$ cat src/rtl/pwoi_pkg.sv
// ============================================================================
// pwoi_pkg: shared types and constants of the planar odometry integrator
// Holds the controller states, the multiplier schedule, the command word,
// the configuration record and the fixed-point constants.
// ============================================================================
package pwoi_pkg;

    localparam int ACC_W    = 68;            // accumulator and divider width
    localparam int DIV_RB   = 4;             // quotient bits per divider step
    localparam int DIV_STEPS = ACC_W / DIV_RB;
    localparam int CNT_W    = 6;
    localparam int APB_AW   = 5;

    localparam logic signed [33:0] CORDIC_GAIN = 34'sd652032874;
    localparam logic signed [33:0] Q30_ONE     = 34'sd1073741824;
    localparam logic [13:0]        US_DIV      = 14'd15625;
    localparam logic [63:0]        RATE_SCALE  = 64'd192406520023089232;

    localparam logic [2:0] REG_OFS_X   = 3'd0;
    localparam logic [2:0] REG_OFS_Y   = 3'd1;
    localparam logic [2:0] REG_OFS_Z   = 3'd2;
    localparam logic [2:0] REG_PITCH_C = 3'd3;
    localparam logic [2:0] REG_PITCH_S = 3'd4;

    localparam logic [CNT_W-1:0] VMUL_LEN = 6'd4;
    localparam logic [CNT_W-1:0] DMUL_LEN = 6'd3;
    localparam logic [CNT_W-1:0] HMUL_LEN = 6'd4;
    localparam logic [CNT_W-1:0] OMUL_LEN = 6'd8;

    localparam logic [31:0] ATAN_TAB [32] = '{
        32'd536870912, 32'd316933406, 32'd167458907, 32'd85004756, 32'd42667331,
        32'd21354465, 32'd10679838, 32'd5340245, 32'd2670163, 32'd1335087,
        32'd667544, 32'd333772, 32'd166886, 32'd83443, 32'd41722, 32'd20861,
        32'd10430, 32'd5215, 32'd2608, 32'd1304, 32'd652, 32'd326, 32'd163,
        32'd81, 32'd41, 32'd20, 32'd10, 32'd5, 32'd3, 32'd1, 32'd1, 32'd0
    };

    typedef enum logic [4:0] {
        S_IDLE, S_CLD0, S_ROT0, S_CFIN0, S_VMUL, S_VSAT, S_DMUL, S_DLD, S_DIV,
        S_DFIN, S_HMUL, S_HFIN, S_CLD1, S_ROT1, S_CFIN1, S_OMUL, S_OUT
    } t_state;

    typedef enum logic [4:0] {
        MOP_NONE,
        MOP_VF_C, MOP_VL_S, MOP_VF_S, MOP_VL_C,
        MOP_WX_DT, MOP_WY_DT, MOP_WR_DT,
        MOP_H00, MOP_H01, MOP_H10, MOP_H11,
        MOP_OX_C, MOP_OY_S, MOP_OX_S, MOP_OY_C,
        MOP_CH_MC, MOP_SH_MS, MOP_CH_MS, MOP_SH_MC
    } t_mop;

    typedef struct packed {
        logic       latch_time;
        logic       load_item;
        logic       cor_load;
        logic       cor_step;
        logic       cor_fin;
        logic [4:0] step_idx;
        t_mop       mul_op;
        logic       vsat;
        logic       div_load;
        logic       div_step;
        logic       dfin;
        logic       hfin;
        logic       out_load;
    } t_cmd;

    typedef struct packed {
        logic [31:0] ofs_x;
        logic [31:0] ofs_y;
        logic [31:0] ofs_z;
        logic [31:0] pitch_c;
        logic [31:0] pitch_s;
    } t_cfg;

    // Multiplier schedule of each multiply phase.
    function automatic t_mop mop_sched(input t_state st, input logic [2:0] idx);
        t_mop m;
        m = MOP_NONE;
        unique case (st)
            S_VMUL: begin
                case (idx)
                    3'd0: m = MOP_VF_C;
                    3'd1: m = MOP_VL_S;
                    3'd2: m = MOP_VF_S;
                    3'd3: m = MOP_VL_C;
                    default: m = MOP_NONE;
                endcase
            end
            S_DMUL: begin
                case (idx)
                    3'd0: m = MOP_WX_DT;
                    3'd1: m = MOP_WY_DT;
                    3'd2: m = MOP_WR_DT;
                    default: m = MOP_NONE;
                endcase
            end
            S_HMUL: begin
                case (idx)
                    3'd0: m = MOP_H00;
                    3'd1: m = MOP_H01;
                    3'd2: m = MOP_H10;
                    3'd3: m = MOP_H11;
                    default: m = MOP_NONE;
                endcase
            end
            S_OMUL: begin
                case (idx)
                    3'd0: m = MOP_OX_C;
                    3'd1: m = MOP_OY_S;
                    3'd2: m = MOP_OX_S;
                    3'd3: m = MOP_OY_C;
                    3'd4: m = MOP_CH_MC;
                    3'd5: m = MOP_SH_MS;
                    3'd6: m = MOP_CH_MS;
                    default: m = MOP_SH_MC;
                endcase
            end
            default: m = MOP_NONE;
        endcase
        return m;
    endfunction

endpackage

$ cat src/rtl/pwoi_ctrl.sv
// ============================================================================
// pwoi_ctrl: sequencer of the planar odometry integrator
// Walks each sample through rotation, scaling, division and pose phases.
// ============================================================================
module pwoi_ctrl
    import pwoi_pkg::*;
#(
    parameter int CORDIC_STEPS = 24
) (
    input  logic i_clk,
    input  logic i_rst_n,
    input  logic i_in_valid,
    output logic o_in_ready,
    input  logic i_out_ready,
    output logic o_out_valid,
    output t_cmd o_cmd
);

    t_state           r_state, n_state;
    logic [CNT_W-1:0] r_cnt, n_cnt;
    logic             r_seen, r_out_valid;
    logic             w_accept;

    assign o_in_ready  = (r_state == S_IDLE);
    assign w_accept    = i_in_valid && o_in_ready;
    assign o_out_valid = r_out_valid;

    always_comb begin
        n_state = r_state;
        unique case (r_state)
            S_IDLE:  if (w_accept && r_seen) n_state = S_CLD0;
            S_CLD0:  n_state = S_ROT0;
            S_ROT0:  if (r_cnt == CNT_W'(CORDIC_STEPS - 1)) n_state = S_CFIN0;
            S_CFIN0: n_state = S_VMUL;
            S_VMUL:  if (r_cnt == VMUL_LEN) n_state = S_VSAT;
            S_VSAT:  n_state = S_DMUL;
            S_DMUL:  if (r_cnt == DMUL_LEN) n_state = S_DLD;
            S_DLD:   n_state = S_DIV;
            S_DIV:   if (r_cnt == CNT_W'(DIV_STEPS - 1)) n_state = S_DFIN;
            S_DFIN:  n_state = S_HMUL;
            S_HMUL:  if (r_cnt == HMUL_LEN) n_state = S_HFIN;
            S_HFIN:  n_state = S_CLD1;
            S_CLD1:  n_state = S_ROT1;
            S_ROT1:  if (r_cnt == CNT_W'(CORDIC_STEPS - 1)) n_state = S_CFIN1;
            S_CFIN1: n_state = S_OMUL;
            S_OMUL:  if (r_cnt == OMUL_LEN) n_state = S_OUT;
            S_OUT:   if (!r_out_valid || i_out_ready) n_state = S_IDLE;
            default: n_state = S_IDLE;
        endcase
        n_cnt = (n_state == r_state) ? r_cnt + 1'b1 : '0;
    end

    always_comb begin
        o_cmd          = '0;
        o_cmd.mul_op   = MOP_NONE;
        o_cmd.step_idx = r_cnt[4:0];
        unique case (r_state)
            S_IDLE: begin
                o_cmd.latch_time = w_accept;
                o_cmd.load_item  = w_accept && r_seen;
            end
            S_CLD0, S_CLD1:   o_cmd.cor_load = 1'b1;
            S_ROT0, S_ROT1:   o_cmd.cor_step = 1'b1;
            S_CFIN0, S_CFIN1: o_cmd.cor_fin  = 1'b1;
            S_VMUL: if (r_cnt < VMUL_LEN) o_cmd.mul_op = mop_sched(r_state, r_cnt[2:0]);
            S_DMUL: if (r_cnt < DMUL_LEN) o_cmd.mul_op = mop_sched(r_state, r_cnt[2:0]);
            S_HMUL: if (r_cnt < HMUL_LEN) o_cmd.mul_op = mop_sched(r_state, r_cnt[2:0]);
            S_OMUL: if (r_cnt < OMUL_LEN) o_cmd.mul_op = mop_sched(r_state, r_cnt[2:0]);
            S_VSAT: o_cmd.vsat     = 1'b1;
            S_DLD:  o_cmd.div_load = 1'b1;
            S_DIV:  o_cmd.div_step = 1'b1;
            S_DFIN: o_cmd.dfin     = 1'b1;
            S_HFIN: o_cmd.hfin     = 1'b1;
            S_OUT:  o_cmd.out_load = !r_out_valid || i_out_ready;
            default: o_cmd.mul_op  = MOP_NONE;
        endcase
    end

    always_ff @(posedge i_clk) begin
        if (!i_rst_n) begin
            r_state     <= S_IDLE;
            r_cnt       <= '0;
            r_seen      <= 1'b0;
            r_out_valid <= 1'b0;
        end else begin
            r_state     <= n_state;
            r_cnt       <= n_cnt;
            r_seen      <= r_seen || w_accept;
            r_out_valid <= o_cmd.out_load || (r_out_valid && !i_out_ready);
        end
    end

`ifndef SYNTH
    a_sample_starts: assert property (@(posedge i_clk) disable iff (!i_rst_n)
        (w_accept && r_seen) |=> (r_state == S_CLD0))
        else $error("accepted sample did not start the rotation phase");

    a_load_shows: assert property (@(posedge i_clk) disable iff (!i_rst_n)
        o_cmd.out_load |=> r_out_valid)
        else $error("pose load did not raise the output valid");

    a_rot_count: assert property (@(posedge i_clk) disable iff (!i_rst_n)
        (r_state == S_ROT0 || r_state == S_ROT1) |-> (r_cnt < CNT_W'(CORDIC_STEPS)))
        else $error("CORDIC step count ran past its end");
`endif

endmodule

$ cat config.mk
export PLATFORM = sky130hd
export DESIGN_NAME = pwoi_ctrl
export DESIGN_NICKNAME = d
export VERILOG_FILES = /design/src/rtl/pwoi_pkg.sv /design/src/rtl/pwoi_ctrl.sv
export SDC_FILE = /design/constraint.sdc
export NUM_CORES = 1
export LEC_CHECK = 0
export BUFFER_PORTS_ARGS = -buffer_cell sky130_fd_sc_hd__clkbuf_2
export CAP_MARGIN = 20
export CORE_ASPECT_RATIO = 1.1
export CORE_MARGIN = 5
export CORE_UTILIZATION = 30
export DETAILED_ROUTE_END_ITERATION = 6
export GPL_TIMING_DRIVEN = 0
export MAX_ROUTING_LAYER = met4
export PLACE_DENSITY_LB_ADDON = 0.05
export REMOVE_ABC_BUFFERS = 1
export SYNTH_ARGS = -nofsm -noshare
export SYNTH_HDL_FRONTEND = slang
export SYNTH_SLANG_ARGS = --single-unit
export TNS_END_PERCENT = 100
$ cat constraint.sdc
create_clock -name i_clk -period 4.4 [get_ports i_clk]
set_input_delay 0.66 -clock i_clk [delete_from_list [all_inputs] [get_ports i_clk]]
set_output_delay 0.66 -clock i_clk [all_outputs]
set_load 0.005 [all_outputs]
==> results.ini, run 1 <==
[timing]
setup_viol = 0
totalNegativeSetupSlack_ns = 0
worst_slack_ns = 1.224
finalHoldViolCount = 0
clock_skew_ns = 0.002453
rsz0062_at_grt = no
post-route-min-period_ns = 3.176
max-slew-margin-rel_pct = 54.72
fmax_mhz = 314.9
period_share_pct = 72.17
drv_slew = 0
tightest_slew_ns = 0.6783

[place]
gp_congestion = 0.8148
io_buffers = 26
post-dp-hpwl_mm = 2.611
dp_slack_ns = 1.469
placed_area_mm2 = 0.001351

[cells_and_area]
fin_nets = 191
n_antenna_cell = 0
syn_to_final_growth_pct = 7.618
finish.instance_area_mm2 = 0.001396
drive_above_1_share_pct = 25.41
mostFrequentLayoutCell = clkbuf_2
layout_common_cells = 26 x clkbuf_2, 15 x nor2_1, 15 x a21oi_1

[global_routing]
grt_start_max_net_pins = 19
antenna_found_initial = 0
overflow = 0
grt_pass1_vias = 1194
grtUsageTotal_pct = 12.48
grt_pass1_wl_mm = 5.699

[logic_synthesis]
syn_avg_cell_area_um2 = 7.769
synthDominantCellAreaShare_pct = 20.06
ys_types = 53
yosys_warnings = 0
async_flop_share_pct = 0
synth_area_leaders = dfxtp_1 20%, a21oi_1 5.8%, nor3_1 5.0%
synth.largest_area_cell = dfxtp_1
synth_cells = 167
synth-edff-count = 0
yosysSeqAreaShare_pct = 20.06
synth_flop_cell = dfxtp_1
syn_area_mm2 = 0.001297
ys_ff_latch = 13

[setup_path]
end_kind = primary output
r2r_start = r_cnt[0]$_SDFF_PN0_
path_max_fanout = 18
path_buf_inv = 2
start_kind = flip-flop
ff2ff_setup_slack_ns = 2.17
cpPeakStageDelay_ns = 0.75
path_class = reg2out
cpMaxStageDelayCell = dfxtp_1
worstPathRequired_ns = 3.74
r2r.worst_path.cells = 7
arrival_ns = 2.52
r2r_end = r_cnt[4]$_SDFF_PN0_
path_cells = inv_1 -> nor4_2 -> o21a_1 -> a221oi_1 -> o31ai_1 -> clkbuf_2
crit_family = flip-flops

[pwr]
internal_power_uw = 208.3
clkPwrFrac_pct = 36.2
cellPowerDensity_mw_per_mm2 = 205.4
seqPwrFrac_pct = 45.2
leakagePower_nw = 0.5201
p_comb_share_pct = 18.6
switchingPower_uw = 78.42
sw_frac_of_total_pct = 27.35
ir_drop_mv = 0.1731

[min_path]
whs_path_depth = 1
whs_endpoint = r_seen$_SDFF_PN0_
min_from = r_seen$_SDFF_PN0_
hp-class = reg2reg

[clock_network]
cts_buffer_depth = 2
cts_tree = built
cts_resized = 0
post_cts_buffers = 0
path_clk_slew_ns = 0.05
clock-sinks = 13
clkLatencyLatePin_ns = 0.24
cts_max_level = 1
root_buffer = clkbuf_8
cts_buffers = 3
postCtsHoldBufs = 0

[detailed_routing]
drtIter0Drc = 81
firstDrtPassIters = 5
vias = 1263
viasPerCell = 5.374
route.met2.wl_mm = 1.714
drt-total-wl_mm = 3.423
ant_nets = 0
route.met3.wl_um = 160
drcViolationCount = 0
top_layer = met4
met1Wirelength_mm = 1.539
wl_per_cell_um = 14.57

[job]
maxCapViolCount = 0

[floorplan]
io-pin-count = 27
core_area_mm2 = 0.004254
die_h_um = 78.98
die_x_um = 72.71
start_util_pct = 30.50
rows = 25
dieArea_mm2 = 0.005742

[run_status]
status = finished, final reports clean

## cells in the mapped netlist, types with 3 or more instances
cell type and instances:
ha_1 5, nand3b_1 3, a21oi_1 15, dfxtp_1 13, nor3_1 13, clkbuf_8 4
a31oi_1 3, o21a_1 3, or3_1 3, nand3_1 6, o21ai_0 7, buf_4 5
nand4_1 3, nor2_1 15, inv_1 10, nand2_1 9, buf_6 3
## worst max path at each step
| stage | startpoint | endpoint | cells after the start |
|---|---|---|---|
| floorplan | r_state[1]$_SDFF_PN0_ | o_cmd[7] | 5 |
| global placement | r_state[1]$_SDFF_PN0_ | o_cmd[7] | 6 |
| detailed placement | r_state[1]$_SDFF_PN0_ | o_cmd[7] | 6 |
| CTS | r_state[1]$_SDFF_PN0_ | o_cmd[7] | 6 |
| global route | r_state[1]$_SDFF_PN0_ | o_cmd[7] | 6 |
| finish | r_state[1]$_SDFF_PN0_ | o_cmd[7] | 6 |
## sequential cells by signal, summed over array words and instances (netlist names)
signal       count
r_cnt            6
r_state          5
r_seen           1
o_out_valid      1
## through the flow
stage | power, mW | util, % | hold WS (ns) | cells
2_1_floorplan | 0.1681 | - | 0.4411 | 151
3_3_place_gp | 0.1845 | 31.76 | 0.4540 | 231
3_5_place_dp | 0.1860 | 31.76 | 0.4578 | 231
4_1_cts | 0.2920 | 32.82 | 0.4709 | 235
5_1_grt | 0.3053 | 32.82 | 0.4993 | 235
6_report | 0.2868 | 32.82 | 0.4659 | 235
## layout make-up
class                      instances  area (um2)
timing repair buffer              26       130.1
clock buffer                       4       45.04
tap                               54       67.56
multi-input combinational        128       855.8
fill                             497        2858
sequential                        13       260.3
inverter                          10       37.54
## power by group through the flow
stage	clock, mW	combinational (mW)	sequential (mW)
global route	0.114	0.0609	0.131
floorplan	0	0.0380	0.130
finish	0.104	0.0533	0.130
detailed placement	0	0.0538	0.132
CTS	0.108	0.0540	0.130
global placement	0	0.0528	0.132
## cell families after synthesis
group | synth area share [%]
AND/OR/NAND/NOR | 35.10
XOR/XNOR | 2.025
adder cells (fa/ha/maj) | 4.822
AO/OA/AOI/OAI | 24.01
flip-flops | 20.06
buffers and inverters | 13.98
## routing by layer
| metal | up-vias | global-route usage (%) |
|---|---|---|
| met2 | 25 | 20.04 |
| li1 | 628 | - |
| met4 | 0 | 1.476 |
| met3 | 2 | 3.671 |
| met5 | - | - |
| met1 | 608 | 15.99 |
No activity file was read; power rests on OpenSTA's default activity.
==> run 2, diff against run 1 <==
==> constraint.sdc (replaced) <==
create_clock -name i_clk -period 2.9 [get_ports i_clk]
set_input_delay 0.435 -clock i_clk [delete_from_list [all_inputs] [get_ports i_clk]]
set_output_delay 0.435 -clock i_clk [all_outputs]
set_load 0.005 [all_outputs]
==> run 2 against run 1 <==
Effect of this change:
- via count is the same
- sequential power grew 52%
- flip-flop and latch count is the same
- count of clock-buffer cells in the layout is the same
- critical path type unchanged
==> results.ini, run 2 (synthesized netlist as in run 1, its figures left out) <==
[cells_and_area]
regMostFlops = r_cnt
fin_nets = 191
syn_to_final_growth_pct = 7.715
n_antenna_cell = 0
mostFrequentLayoutCell = clkbuf_2
largest_reg_flops = 6
top_regs = r_cnt (6), r_state (5)
drive_above_1_share_pct = 25.97
layout_common_cells = 26 x clkbuf_2, 15 x nor2_1, 15 x a21oi_1

[timing]
tightest_slew_ns = 0.6383
finalHoldViolCount = 0
period_share_pct = 91.96
holdWs_ns = 0.4340
post-route-min-period_ns = 2.667
totalNegativeSetupSlack_ns = 0
clock_skew_ns = 0.002453
setup_viol = 0
drv_slew = 0
fmax_mhz = 375.0
rsz0062_at_grt = no
max-slew-margin-rel_pct = 57.39

[setup_path]
cpPeakStageDelay_ns = 0.66
cpMaxStageDelayCell = dfxtp_1
end_kind = primary output
arrival_ns = 2.23
cp-startpoint = r_state[2]$_SDFF_PN0_
path_class = reg2out
start_kind = flip-flop
path_max_fanout = 15
worstPathRequired_ns = 2.47
path_cells = or4b_4 -> a21oi_2 -> o21a_1 -> a21oi_1 -> o32ai_1 -> clkbuf_2
r2r_start = r_cnt[0]$_SDFF_PN0_

[detailed_routing]
vias = 1263
drcViolationCount = 0
drtIter0Drc = 81
wl_per_cell_um = 14.57
drt-total-wl_mm = 3.423
ant_nets = 0
viasPerCell = 5.374
firstDrtPassIters = 5

[pwr]
ir_drop_mv = 0.2627
leakagePower_nw = 0.5205
cellPowerDensity_mw_per_mm2 = 311.4
power.total_uw = 435.2

[global_routing]
grtUsageTotal_pct = 12.48
grt_start_max_net_pins = 19
grt_pass1_vias = 1194
grt_pass1_wl_mm = 5.699
overflow = 0
antenna_found_initial = 0

[clock_network]
clock-sinks = 13
cts_max_level = 1
root_buffer = clkbuf_8
cts_buffers = 3
path_clk_slew_ns = 0.05
clkLatencyLatePin_ns = 0.24
cts_tree = built
cts_buffer_depth = 2

[run_status]
status = finished, final reports clean

[floorplan]
start_util_pct = 30.50
core_area_mm2 = 0.004254
die_h_um = 78.98
dieArea_mm2 = 0.005742
rows = 25
die_x_um = 72.71
io-pin-count = 27

[place]
gp_congestion = 0.8148
post-dp-hpwl_mm = 2.611
io_buffers = 26

[job]
maxCapViolCount = 0

[min_path]
min_from = i_rst_n
hp-class = in2reg

[run 2: cell counts in the layout (fill, tap and decap cells not counted)]
No cell type changed its count.
[run 2: where the power goes]
group	total, mW	leakage, nW	switching [mW]	internal, mW
Combinational	0.0808	0.392	0.0463	0.0345
Sequential	0.197	0.106	0.0118	0.185
Clock	0.158	0.0228	0.0609	0.0968
Total	0.435	0.521	0.119	0.316
[run 2: path summary, 6_finish.rpt]
kind,to,slack (ns),depth (start not counted)
setup / recovery,o_cmd[6],0.23,6
hold / removal,r_seen$_SDFF_PN0_,0.43,2
setup reg to reg,r_cnt[4]$_SDFF_PN0_,0.67,7
hold reg to reg,r_seen$_SDFF_PN0_,0.47,1
[run 2: cell type report]
cell class                      instances  area [um2]
Fill cell                             497        2856
Multi-Input combinational cell        128       855.8
Sequential cell                        13       261.5
Timing Repair Buffer                   26       130.1
Tap cell                               54       67.56
Clock buffer                            4       45.04
Inverter                               10       37.54
[run 2: per-stage QoR]
step / instances / util [%] / cell area (um2) / worst slack (ns)
3_3_place_gp: 231 / 31.76 / 1351 / 0.2320
4_1_cts: 235 / 32.85 / 1398 / 0.2248
6_report: 235 / 32.85 / 1398 / 0.2331
2_1_floorplan: 151 / - / 1154 / 0.7720
5_1_grt: 235 / 32.85 / 1398 / 0.04577
3_5_place_dp: 231 / 31.76 / 1351 / 0.1941
[run 2: worst max-delay path: cells and delay by family (launching register included)]
family	cells	cell delay, ns
AO/OA/AOI/OAI	4	0.62
flip-flops	1	0.66
buffers and inverters	1	0.16
AND/OR/NAND/NOR	1	0.57
[run 2: repair_timing]
action / CTS / global route
resized for setup: 1 / 0
endpoints found under the setup margin: 1 / 0
buffers inserted: 0 / 0
hold buffers: 0 / 0
[run 2: layer usage]
metal | part of all wire [%] | track usage [%] | vias up
li1 | - | - | 628
met1 | 45 | 15.99 | 608
met2 | 50 | 20.04 | 25
met3 | 4.7 | 3.671 | 2
met4 | 0.23 | 1.476 | 0
met5 | 0 | - | -
==> run 3, diff against run 2 <==
--- a/config.mk
+++ b/config.mk
@@ -10,6 +10,7 @@
 export CORE_ASPECT_RATIO = 1.1
 export CORE_MARGIN = 5
 export CORE_UTILIZATION = 30
+export CTS_BUF_LIST = sky130_fd_sc_hd__clkbuf_8
 export DETAILED_ROUTE_END_ITERATION = 6
 export GPL_TIMING_DRIVEN = 0
 export MAX_ROUTING_LAYER = met4
==> run 3 against run 2 <==
Effect of this change:
- fmax grew 0.11%
- register-to-register slack about the same
- highest routed layer unchanged
- via count is 0.24% higher
- critical endpoint unchanged
- total power is 0.71% lower
- largest power group unchanged
- clock skew barely moved
- sequential power about the same
- global-route usage did not move
==> results.ini, run 3 (synthesized netlist as in run 1, its figures left out) <==
[run_status]
status = finished, final reports clean

[detailed_routing]
wl_per_cell_um = 14.46
drtIter0Drc = 78
firstDrtPassIters = 4
drt-total-wl_mm = 3.397
ant_nets = 0
drcViolationCount = 0
vias = 1266
viasPerCell = 5.387

[floorplan]
die_x_um = 72.71
start_util_pct = 30.50
die_h_um = 78.98
core_area_mm2 = 0.004254
rows = 25
io-pin-count = 27
dieArea_mm2 = 0.005742

[global_routing]
grt_pass1_wl_mm = 5.699
grt_start_max_net_pins = 19
antenna_found_initial = 0
overflow = 0
grt_pass1_vias = 1194
grtUsageTotal_pct = 12.48

[cells_and_area]
regMostFlops = r_cnt
drive_above_1_share_pct = 25.97
layout_common_cells = 26 x clkbuf_2, 15 x nor2_1, 15 x a21oi_1
syn_to_final_growth_pct = 7.715
instances_no_fill = 235
top_regs = r_cnt (6), r_state (5)
fillerInstances = 497
finish.instance_area_mm2 = 0.001398
largest_reg_flops = 6
n_antenna_cell = 0
fin_nets = 191
multi_input_area_um2 = 855.8
mostFrequentLayoutCell = clkbuf_2
regArea_um2 = 261.5

[timing]
max-slew-margin-rel_pct = 57.31
fmax_mhz = 375.4
tightest_slew_ns = 0.6394
rsz0062_at_grt = no
setup_viol = 0
post-route-min-period_ns = 2.664
finalHoldViolCount = 0
drv_slew = 0
period_share_pct = 91.86
clock_skew_ns = 0.002380
totalNegativeSetupSlack_ns = 0

[job]
maxCapViolCount = 0

[clock_network]
postCtsHoldBufs = 0
root_buffer = clkbuf_8
clock-sinks = 13
cts_buffers = 3
cts_max_level = 1
path_clk_slew_ns = 0.05
clkLatencyLatePin_ns = 0.24
cts_tree = built
cts_buffer_depth = 2

[place]
dp_cells = 231
placed_area_mm2 = 0.001351
post-dp-hpwl_mm = 2.611
io_buffers = 26
gp_congestion = 0.8148

[setup_path]
worstPathRequired_ns = 2.47
end_kind = primary output
cpMaxStageDelayCell = dfxtp_1
path_class = reg2out
cpPeakStageDelay_ns = 0.65
path_cells = or4b_4 -> a21oi_2 -> o21a_1 -> a21oi_1 -> o32ai_1 -> clkbuf_2
crit_family = flip-flops
path_buf_inv = 1
arrival_ns = 2.23
start_kind = flip-flop
path_max_fanout = 15

[pwr]
switchingPower_uw = 119.5
seqPwrFrac_pct = 45.5
internal_power_uw = 312.6
sw_frac_of_total_pct = 27.65
ir_drop_mv = 0.2635
clkPwrFrac_pct = 35.8
leakagePower_nw = 0.5247
cellPowerDensity_mw_per_mm2 = 309.2
p_comb_share_pct = 18.7

[min_path]
hp-class = in2reg

## run 3: repair_timing
| action | CTS | global route |
|---|---|---|
| endpoints found under the setup margin | 1 | 0 |
| buffers inserted | 0 | 0 |
| gates resized for setup | 1 | 0 |
## run 3: final timing paths
kind / start / endpoint / slack [ns] / depth (start not counted)
worst min register to register: r_seen$_SDFF_PN0_ / r_seen$_SDFF_PN0_ / 0.47 / 1
worst max-delay path: r_state[2]$_SDFF_PN0_ / o_cmd[6] / 0.24 / 6
worst max register to register: r_cnt[0]$_SDFF_PN0_ / r_cnt[4]$_SDFF_PN0_ / 0.67 / 7
worst min-delay path: i_rst_n / r_seen$_SDFF_PN0_ / 0.43 / 2
## run 3: layout make-up
| class | count | share of cell area, % |
|---|---|---|
| clock inverter | 1 | 0.2686 |
| sequential | 13 | 18.71 |
| multi-input combinational | 128 | 61.24 |
| tap | 54 | 4.834 |
| inverter | 10 | 2.686 |
| clock buffer | 3 | 2.954 |
| timing repair buffer | 26 | 9.311 |
## run 3: layer usage
layer  track usage, %  vias up  share of wire, %
li1                 -      628                 -
met5                -        -                 0
met3            3.671        2               4.8
met2            20.04       26                51
met1            15.99      610                44
met4            1.476        0              0.24
## run 3: metrics by stage
stage | hold WS, ns | util (%) | setup WS, ns | power [mW]
2_1_floorplan | 0.4411 | - | 0.7720 | 0.2550
3_3_place_gp | 0.4540 | 31.76 | 0.2320 | 0.2799
3_5_place_dp | 0.4578 | 31.76 | 0.1941 | 0.2822
4_1_cts | 0.4333 | 32.85 | 0.2248 | 0.4398
5_1_grt | 0.4386 | 32.85 | 0.04577 | 0.4600
6_report | 0.4341 | 32.85 | 0.2360 | 0.4321
## run 3: power by group through the flow
stage | logic (mW) | registers, mW | clock network, mW
2_1_floorplan | 0.0577 | 0.197 | 0
3_3_place_gp | 0.0801 | 0.200 | 0
3_5_place_dp | 0.0816 | 0.201 | 0
4_1_cts | 0.0819 | 0.197 | 0.161
5_1_grt | 0.0923 | 0.198 | 0.170
6_report | 0.0807 | 0.197 | 0.155
